$ cat src/design/rne_pkg.sv
package rne_pkg;

  localparam int unsigned VALUE_W   = 12;
  localparam int unsigned SYMBOL_W  = 8;
  localparam int unsigned NUM_STEPS = 13;
  localparam int unsigned STEP_W    = 4;

  localparam logic [SYMBOL_W-1:0] NO_SYMBOL = 8'h00;

  typedef enum logic [1:0] {
    ST_IDLE,
    ST_RUN,
    ST_SECOND
  } state_t;

  // commands from controller to datapath
  typedef struct packed {
    logic load;
    logic emit_first;
    logic emit_second;
  } cmd_t;

  // status from datapath to controller
  typedef struct packed {
    logic value_zero;
    logic two_char;
    logic rem_zero;
    logic rest_zero;
  } sts_t;

  // weight of each step, largest first
  function automatic logic [VALUE_W-1:0] step_weight(input logic [STEP_W-1:0] idx);
    logic [VALUE_W-1:0] w;
    unique case (idx)
      4'd0:    w = 12'd1000;
      4'd1:    w = 12'd900;
      4'd2:    w = 12'd500;
      4'd3:    w = 12'd400;
      4'd4:    w = 12'd100;
      4'd5:    w = 12'd90;
      4'd6:    w = 12'd50;
      4'd7:    w = 12'd40;
      4'd8:    w = 12'd10;
      4'd9:    w = 12'd9;
      4'd10:   w = 12'd5;
      4'd11:   w = 12'd4;
      4'd12:   w = 12'd1;
      default: w = 12'd0;
    endcase
    return w;
  endfunction

  // leading character of each step
  function automatic logic [SYMBOL_W-1:0] step_first(input logic [STEP_W-1:0] idx);
    logic [SYMBOL_W-1:0] c;
    unique case (idx)
      4'd0:    c = "M";
      4'd1:    c = "C";
      4'd2:    c = "D";
      4'd3:    c = "C";
      4'd4:    c = "C";
      4'd5:    c = "X";
      4'd6:    c = "L";
      4'd7:    c = "X";
      4'd8:    c = "X";
      4'd9:    c = "I";
      4'd10:   c = "V";
      4'd11:   c = "I";
      4'd12:   c = "I";
      default: c = NO_SYMBOL;
    endcase
    return c;
  endfunction

  // trailing character of the subtractive steps, none otherwise
  function automatic logic [SYMBOL_W-1:0] step_second(input logic [STEP_W-1:0] idx);
    logic [SYMBOL_W-1:0] c;
    unique case (idx)
      4'd1:    c = "M";
      4'd3:    c = "D";
      4'd5:    c = "C";
      4'd7:    c = "L";
      4'd9:    c = "X";
      4'd11:   c = "V";
      default: c = NO_SYMBOL;
    endcase
    return c;
  endfunction

endpackage

$ cat src/design/roman_numeral_encoder_unit.sv
// channel  | ports                 | transaction taken when
// ---------+-----------------------+------------------------------
// input    | start, busy, value    | start high while busy low
// result   | strobe, symbol, last  | every cycle strobe is high
//
// a number taken is loaded into the remainder register, and its characters
// then show from the output register, one per cycle; busy stays high while
// the characters of a number are produced, set by the single step-select and
// subtract unit that handles one character per cycle, and the next number can
// be taken at the edge that ends the last character. zero is taken and gives
// no transaction. rst is synchronous and returns the controller to idle,
// strobe low. the receiver cannot stall: each character is shown for
// exactly one cycle.
module roman_numeral_encoder_unit (
  input  logic                         clk,
  input  logic                         rst,
  input  logic                         start,
  output logic                         busy,
  input  logic [rne_pkg::VALUE_W-1:0]  value,
  output logic                         strobe,
  output logic [rne_pkg::SYMBOL_W-1:0] symbol,
  output logic                         last
);

  rne_pkg::cmd_t cmd;
  rne_pkg::sts_t sts;

  // sequencing
  rne_controller u_ctrl (
    .clk   (clk),
    .rst   (rst),
    .start (start),
    .sts   (sts),
    .cmd   (cmd),
    .busy  (busy)
  );

  // remainder, step selection and output register
  rne_datapath u_dp (
    .clk    (clk),
    .rst    (rst),
    .value  (value),
    .cmd    (cmd),
    .sts    (sts),
    .symbol (symbol),
    .last   (last),
    .strobe (strobe)
  );

endmodule

$ cat src/design/rne_datapath.sv
module rne_datapath (
  input  logic                             clk,
  input  logic                             rst,
  input  logic [rne_pkg::VALUE_W-1:0]      value,
  input  rne_pkg::cmd_t                    cmd,
  output rne_pkg::sts_t                    sts,
  output logic [rne_pkg::SYMBOL_W-1:0]     symbol,
  output logic                             last,
  output logic                             strobe
);

  logic [rne_pkg::VALUE_W-1:0]  rest;
  logic [rne_pkg::SYMBOL_W-1:0] pending;
  logic [rne_pkg::STEP_W-1:0]   sel;
  logic [rne_pkg::VALUE_W-1:0]  rem;
  logic                         two_char;

  // largest step that still fits the remainder
  always_comb begin
    sel = '0;
    for (int s = rne_pkg::NUM_STEPS - 1; s >= 0; s--) begin
      if (rest >= rne_pkg::step_weight(rne_pkg::STEP_W'(s))) begin
        sel = rne_pkg::STEP_W'(s);
      end
    end
  end

  assign rem      = rest - rne_pkg::step_weight(sel);
  assign two_char = (rne_pkg::step_second(sel) != rne_pkg::NO_SYMBOL);

  // status to the controller
  always_comb begin
    sts.value_zero = (value == '0);
    sts.two_char   = two_char;
    sts.rem_zero   = (rem == '0);
    sts.rest_zero  = (rest == '0);
  end

  // remainder and pending second character
  always_ff @(posedge clk) begin
    if (cmd.load) begin
      rest <= value;
    end else if (cmd.emit_first) begin
      rest    <= rem;
      pending <= rne_pkg::step_second(sel);
    end
  end

  // output register for one character
  always_ff @(posedge clk) begin
    if (cmd.emit_first) begin
      symbol <= rne_pkg::step_first(sel);
      last   <= !two_char && (rem == '0);
    end else if (cmd.emit_second) begin
      symbol <= pending;
      last   <= (rest == '0);
    end
  end

  // result strobe
  always_ff @(posedge clk) begin
    if (rst) begin
      strobe <= 1'b0;
    end else begin
      strobe <= cmd.emit_first | cmd.emit_second;
    end
  end

endmodule

$ cat src/design/rne_controller.sv
module rne_controller (
  input  logic          clk,
  input  logic          rst,
  input  logic          start,
  input  rne_pkg::sts_t sts,
  output rne_pkg::cmd_t cmd,
  output logic          busy
);

  rne_pkg::state_t state;
  rne_pkg::state_t state_next;

  // state register
  always_ff @(posedge clk) begin
    if (rst) begin
      state <= rne_pkg::ST_IDLE;
    end else begin
      state <= state_next;
    end
  end

  // next state and commands
  always_comb begin
    state_next      = state;
    cmd.load        = 1'b0;
    cmd.emit_first  = 1'b0;
    cmd.emit_second = 1'b0;
    unique case (state)
      rne_pkg::ST_IDLE: begin
        if (start) begin
          cmd.load = 1'b1;
          // zero has the empty numeral
          if (!sts.value_zero) begin
            state_next = rne_pkg::ST_RUN;
          end
        end
      end
      rne_pkg::ST_RUN: begin
        cmd.emit_first = 1'b1;
        if (sts.two_char) begin
          state_next = rne_pkg::ST_SECOND;
        end else if (sts.rem_zero) begin
          state_next = rne_pkg::ST_IDLE;
        end
      end
      rne_pkg::ST_SECOND: begin
        cmd.emit_second = 1'b1;
        state_next = sts.rest_zero ? rne_pkg::ST_IDLE : rne_pkg::ST_RUN;
      end
      default: begin
        state_next = rne_pkg::ST_IDLE;
      end
    endcase
  end

  assign busy = (state != rne_pkg::ST_IDLE);

endmodule

$ cat config.mk
export PLATFORM = sky130hd
export DESIGN_NAME = roman_numeral_encoder_unit
export DESIGN_NICKNAME = d
export VERILOG_FILES = /design/src/design/rne_pkg.sv /design/src/design/roman_numeral_encoder_unit.sv /design/src/design/rne_datapath.sv /design/src/design/rne_controller.sv
export SDC_FILE = /design/constraint.sdc
export NUM_CORES = 1
export LEC_CHECK = 0
export BUFFER_PORTS_ARGS = -buffer_cell sky130_fd_sc_hd__clkbuf_2
export CAP_MARGIN = 15
export CORE_UTILIZATION = 64
export CTS_CLUSTER_SIZE = 12
export DETAILED_ROUTE_END_ITERATION = 16
export PLACE_DENSITY = 0.86
export RECOVER_POWER = 50
export SLEW_MARGIN = 40
export SYNTH_ARGS = -nofsm -noshare
export SYNTH_HDL_FRONTEND = slang
export SYNTH_SLANG_ARGS = --single-unit
export TNS_END_PERCENT = 100
$ cat constraint.sdc
create_clock -name clk -period 7.55 [get_ports clk]
set_input_delay 1.1325 -clock clk [delete_from_list [all_inputs] [get_ports clk]]
set_output_delay 1.1325 -clock clk [all_outputs]
set_load 0.01 [all_outputs]
==> results <==
- In the synthesized netlist the dominant register cell turns out to be edfxtp_1.
- edfxtp_1 takes more of the synthesized area than any other cell.
- The post-route netlist has 10.51% of its cells at a drive strength greater than 1.
- After technology mapping, the gate count stands at 300.
- In this run, CTS created clock tree buffers numbering 3.
- Across all setup checks in the final design, the least slack found is 2.437 ns.
- The final period demand of the worst path is 5.113 ns.
- Counting instances, the worst hold path has a depth of 1.
- Traced cell by cell, the critical path runs through or3_1, nor2_2, nand2_1, o211ai_2, ha_1, mux2i_1, nor2_1, ha_1, fa_1, nand2b_1, a21o_1, a2111o_1, and3_4, nor4_4, nor4_1, or4_1.
- The setup slack on the worst flop-to-flop path is 2.44 ns.
- Along the worst path, the maximum fanout reaches 11.
- At the pin with the least slew margin, the transition time is 0.7775 ns.
- The die boundary height is 64.75 um.
- The antenna violation net count after detailed routing is 0.
- The number of maximum-capacitance constraint violations is 0.
- After synthesis, the most frequently instantiated cells are nor2_1 (34), nand2_1 (26), edfxtp_1 (25).
- The class of the tightest hold or removal check is reg -> reg.
- The wire-length estimate of the detail-placed layout is 4539 um.
- The repair_antennas step left the layout with diodes totalling 0.
- In the final routed layout, each cell accounts on average for 16.53 um.
- After clock tree synthesis, the clock-pin slew on the worst setup and hold paths is 0.11 ns.
- The number of pins exceeding their max-slew limit in the final report is 0.
- Entering global routing, the biggest net connects 24 pins.
- The end of the worst hold path is u_dp.symbol[3]$_DFFE_PP_.
- The number of hold-slack violations in the final timing report came to 0.
- The first global-routing pass estimated 10160 um of wire.
- The CTS root buffer is clkbuf_8.
- The slowest stage of the critical path is the or3_1 cell.
- In this run the count of I/O pins placed on the die edge is 26.
- The count of routing violations after the opening detailed-route iteration is 264.
- The type of element capturing the critical path is a register.
- For this run, the total global-route usage over all layers was measured as 31.75%.
- For this run, design rule violations remaining after detail routing come to 0.
- In the post-synthesis netlist, the cell with the most instances is nor2_1.
- After synthesis the netlist holds a flip-flop and latch count of 28.
- CTS built an H-tree with a depth of 1.
- The beginning of the worst hold path is u_dp.pending[3]$_DFFE_PP_.
- During synthesis, Yosys emitted a total of 0 warnings.
- Measured against its own limit, the worst slew margin works out to 48.16%.
- The post-synthesis share of cell area spent on xor and xnor gates is 1.390%.
- The utilization after layout is 72.79%.
- TritonCTS built the clock tree.
- The synthesized netlist contains 67 unique library cells.
- The total die area is 4193 um2.
- The number of enable-type register cells in the synthesized netlist is 25.
- The area of the core is 3716 um2.
- Once the clock tree was built, the resizer swapped 0 gates to a different size.
- The maximum root-to-sink buffer count is 2.
- At the later pin of the worst-skew pair, clock insertion delay measures 0.28 ns.
- The row count is 22.
- The count of buffers added on input and output ports is 23.
- For the worst setup path, the data required time is 7.72 ns.
- Once the floorplan was initialized, standard cells occupied 67.81% of the core.
- The first detailed-routing pass took 5 iterations.
- The top cell type by area accounts for 29.79% of the synthesized area.
- Setup repair after global routing left no endpoint under its margin.
- The count of buffers added by post-CTS timing repair for setup is 0.
- The synthesized netlist devotes 10.23% of its cell area to adder and majority cells.
- The simple-gate area share of the yosys netlist is 25.07%.
- Counting every sink on the clock net gives 28.
- The final layout contains routed wiring with a total length of 5984 um.
- The depth of the worst register-to-register path is 16.
- Hold is met by 0.5428 ns.
- The maximum clock rate is 0.1956 GHz.
- By area the synthesized netlist is led by edfxtp_1 (30%), ha_1 (9.4%), nor2_1 (5.1%).
- The post-synthesis average cell area is 8.400 um2.
- The main combinational cell family by area after synthesis is compound AO/OA/AOI/OAI gates.
- The clock arrives with 0.006740 ns of skew.
- The initial antenna violation count came to 0.
- The placement-stage worst setup slack is 2.520 ns.
- The largest single stage delay on the critical path is 0.50 ns.
- Adding up every negative setup slack in the final design gives 0 ns.
- The flow ran to the end, and the final reports show no timing, DRC or antenna violations.
- The share of synthesized area spent on multiplexers is 0.8441%.
- The category of the worst setup path launch point is a register.
- At the end of routability-driven placement, the weighted congestion stood at 0.9937.
- The net count reported at finish is 350.
- For this run, the register share of the synthesized area comes to 32.17%.
- Dividing the final minimum period by the clock period gives 67.73%.
- The compound-gate portion of the synthesized area is 25.12%.
- The floorplan step set the die width to 64.75 um.
- The synthesis-to-layout area growth is 7.348%.
- The hold buffer count at CTS is 0.
- The most common cell type on the critical path is ha_1.
- Setup violations remaining at the end of the flow were counted as 0.
- Detailed routing inserted a total of 2382 vias.
- The via count of the first global-routing pass was 2119.
- The critical path is of the reg -> reg type.
- The share of synthesized flip-flops with an asynchronous set or reset is 0%.
- In the routed layout, each cell is associated on average with a via count of 6.580.
- The reg-to-reg endpoint is u_ctrl.state[1]$_SDFFE_PP0P_.
- At the worst endpoint, the arrival time is 5.28 ns.
- After global routing the overflow that remains totals 0.
- The synthesized netlist occupies a cell area of 2520 um2.
- The startpoint of the lowest-slack register-to-register path is u_dp.rest[11]$_DFFE_PP_.
[through the flow]
stage,std cells,area (um2)
after floorplan,301,2524
after global placement,358,2636
after detailed placement,358,2644
after CTS,362,2715
after global routing,362,2705
final,362,2705
[placed cells by master, fill, tap and decap left out, types with 3 or more instances in the layout]
cell type,count
nor4_1,7
o31ai_1,4
a21o_1,3
a31oi_1,7
nand2b_1,5
or2_2,3
inv_1,17
nor3_1,6
nand3_1,11
clkbuf_2,15
o211ai_1,4
dfxtp_1,3
edfxtp_1,25
a211oi_1,4
o21a_1,5
nand2_1,26
or3_1,4
a21oi_1,17
clkbuf_8,3
xor2_1,4
nor2_1,34
a22oi_1,3
o21ai_0,21
nor2b_1,5
clkbuf_1,8
a211o_1,3
ha_1,19
and2_1,3
[worst max-delay path: cells and delay by family, from the launching register on]
kind / cells / cell delay (ns)
AO/OA/AOI/OAI: 3 / 1.01
multiplexers: 1 / 0.19
flip-flops: 1 / 0.47
adder cells (fa/ha/maj): 3 / 1.00
AND/OR/NAND/NOR: 9 / 2.33
[worst max-delay path by stage]
stage,startpoint,to,slack (ns),depth (start not counted)
2_1_floorplan,u_dp.rest[11]$_DFFE_PP_,u_ctrl.state[1]$_SDFFE_PP0P_,2.86,18
3_3_place_gp,u_dp.rest[11]$_DFFE_PP_,u_ctrl.state[1]$_SDFFE_PP0P_,2.66,16
3_5_place_dp,u_dp.rest[11]$_DFFE_PP_,u_ctrl.state[1]$_SDFFE_PP0P_,2.52,16
4_1_cts,u_dp.rest[11]$_DFFE_PP_,u_ctrl.state[1]$_SDFFE_PP0P_,2.50,16
5_1_grt,u_dp.rest[11]$_DFFE_PP_,u_ctrl.state[1]$_SDFFE_PP0P_,2.13,16
6_report,u_dp.rest[11]$_DFFE_PP_,u_ctrl.state[1]$_SDFFE_PP0P_,2.44,16
[sequential cells by signal, indices dropped and copies added, names as in the netlist]
signal,flops
u_dp.last,1
u_dp.pending,6
u_dp.strobe,1
u_dp.rest,12
u_dp.symbol,6
u_ctrl.state,2
[kinds of logic (layout without fill, tap and decap cells)]
family	Yosys count	in the layout
XOR/XNOR	4	4
adder cells (fa/ha/maj)	20	20
AO/OA/AOI/OAI	93	93
flip-flops	28	28
AND/OR/NAND/NOR	121	121
buffers and inverters	31	44
other	1	2
multiplexers	2	2
[layout make-up]
cell class / instances / area (um2)
Tap cell: 48 / 60.06
Clock inverter: 1 / 30.03
Sequential cell: 28 / 810.8
Clock buffer: 3 / 41.29
Inverter: 17 / 63.81
Fill cell: 286 / 1011
Multi-Input combinational cell: 242 / 1594
Timing Repair Buffer: 23 / 105.1
[routing by layer]
metal	global-route usage [%]	up-vias	wire, um
met2	50.91	117	2819
met5	0	-	0
met1	44.57	1107	2645
met4	7.500	0	77
li1	-	1150	-
met3	5.106	8	441
Power is left out: the tool's default activity adds up to more than one toggle a clock period on the data nets, which glitch-free logic cannot reach.
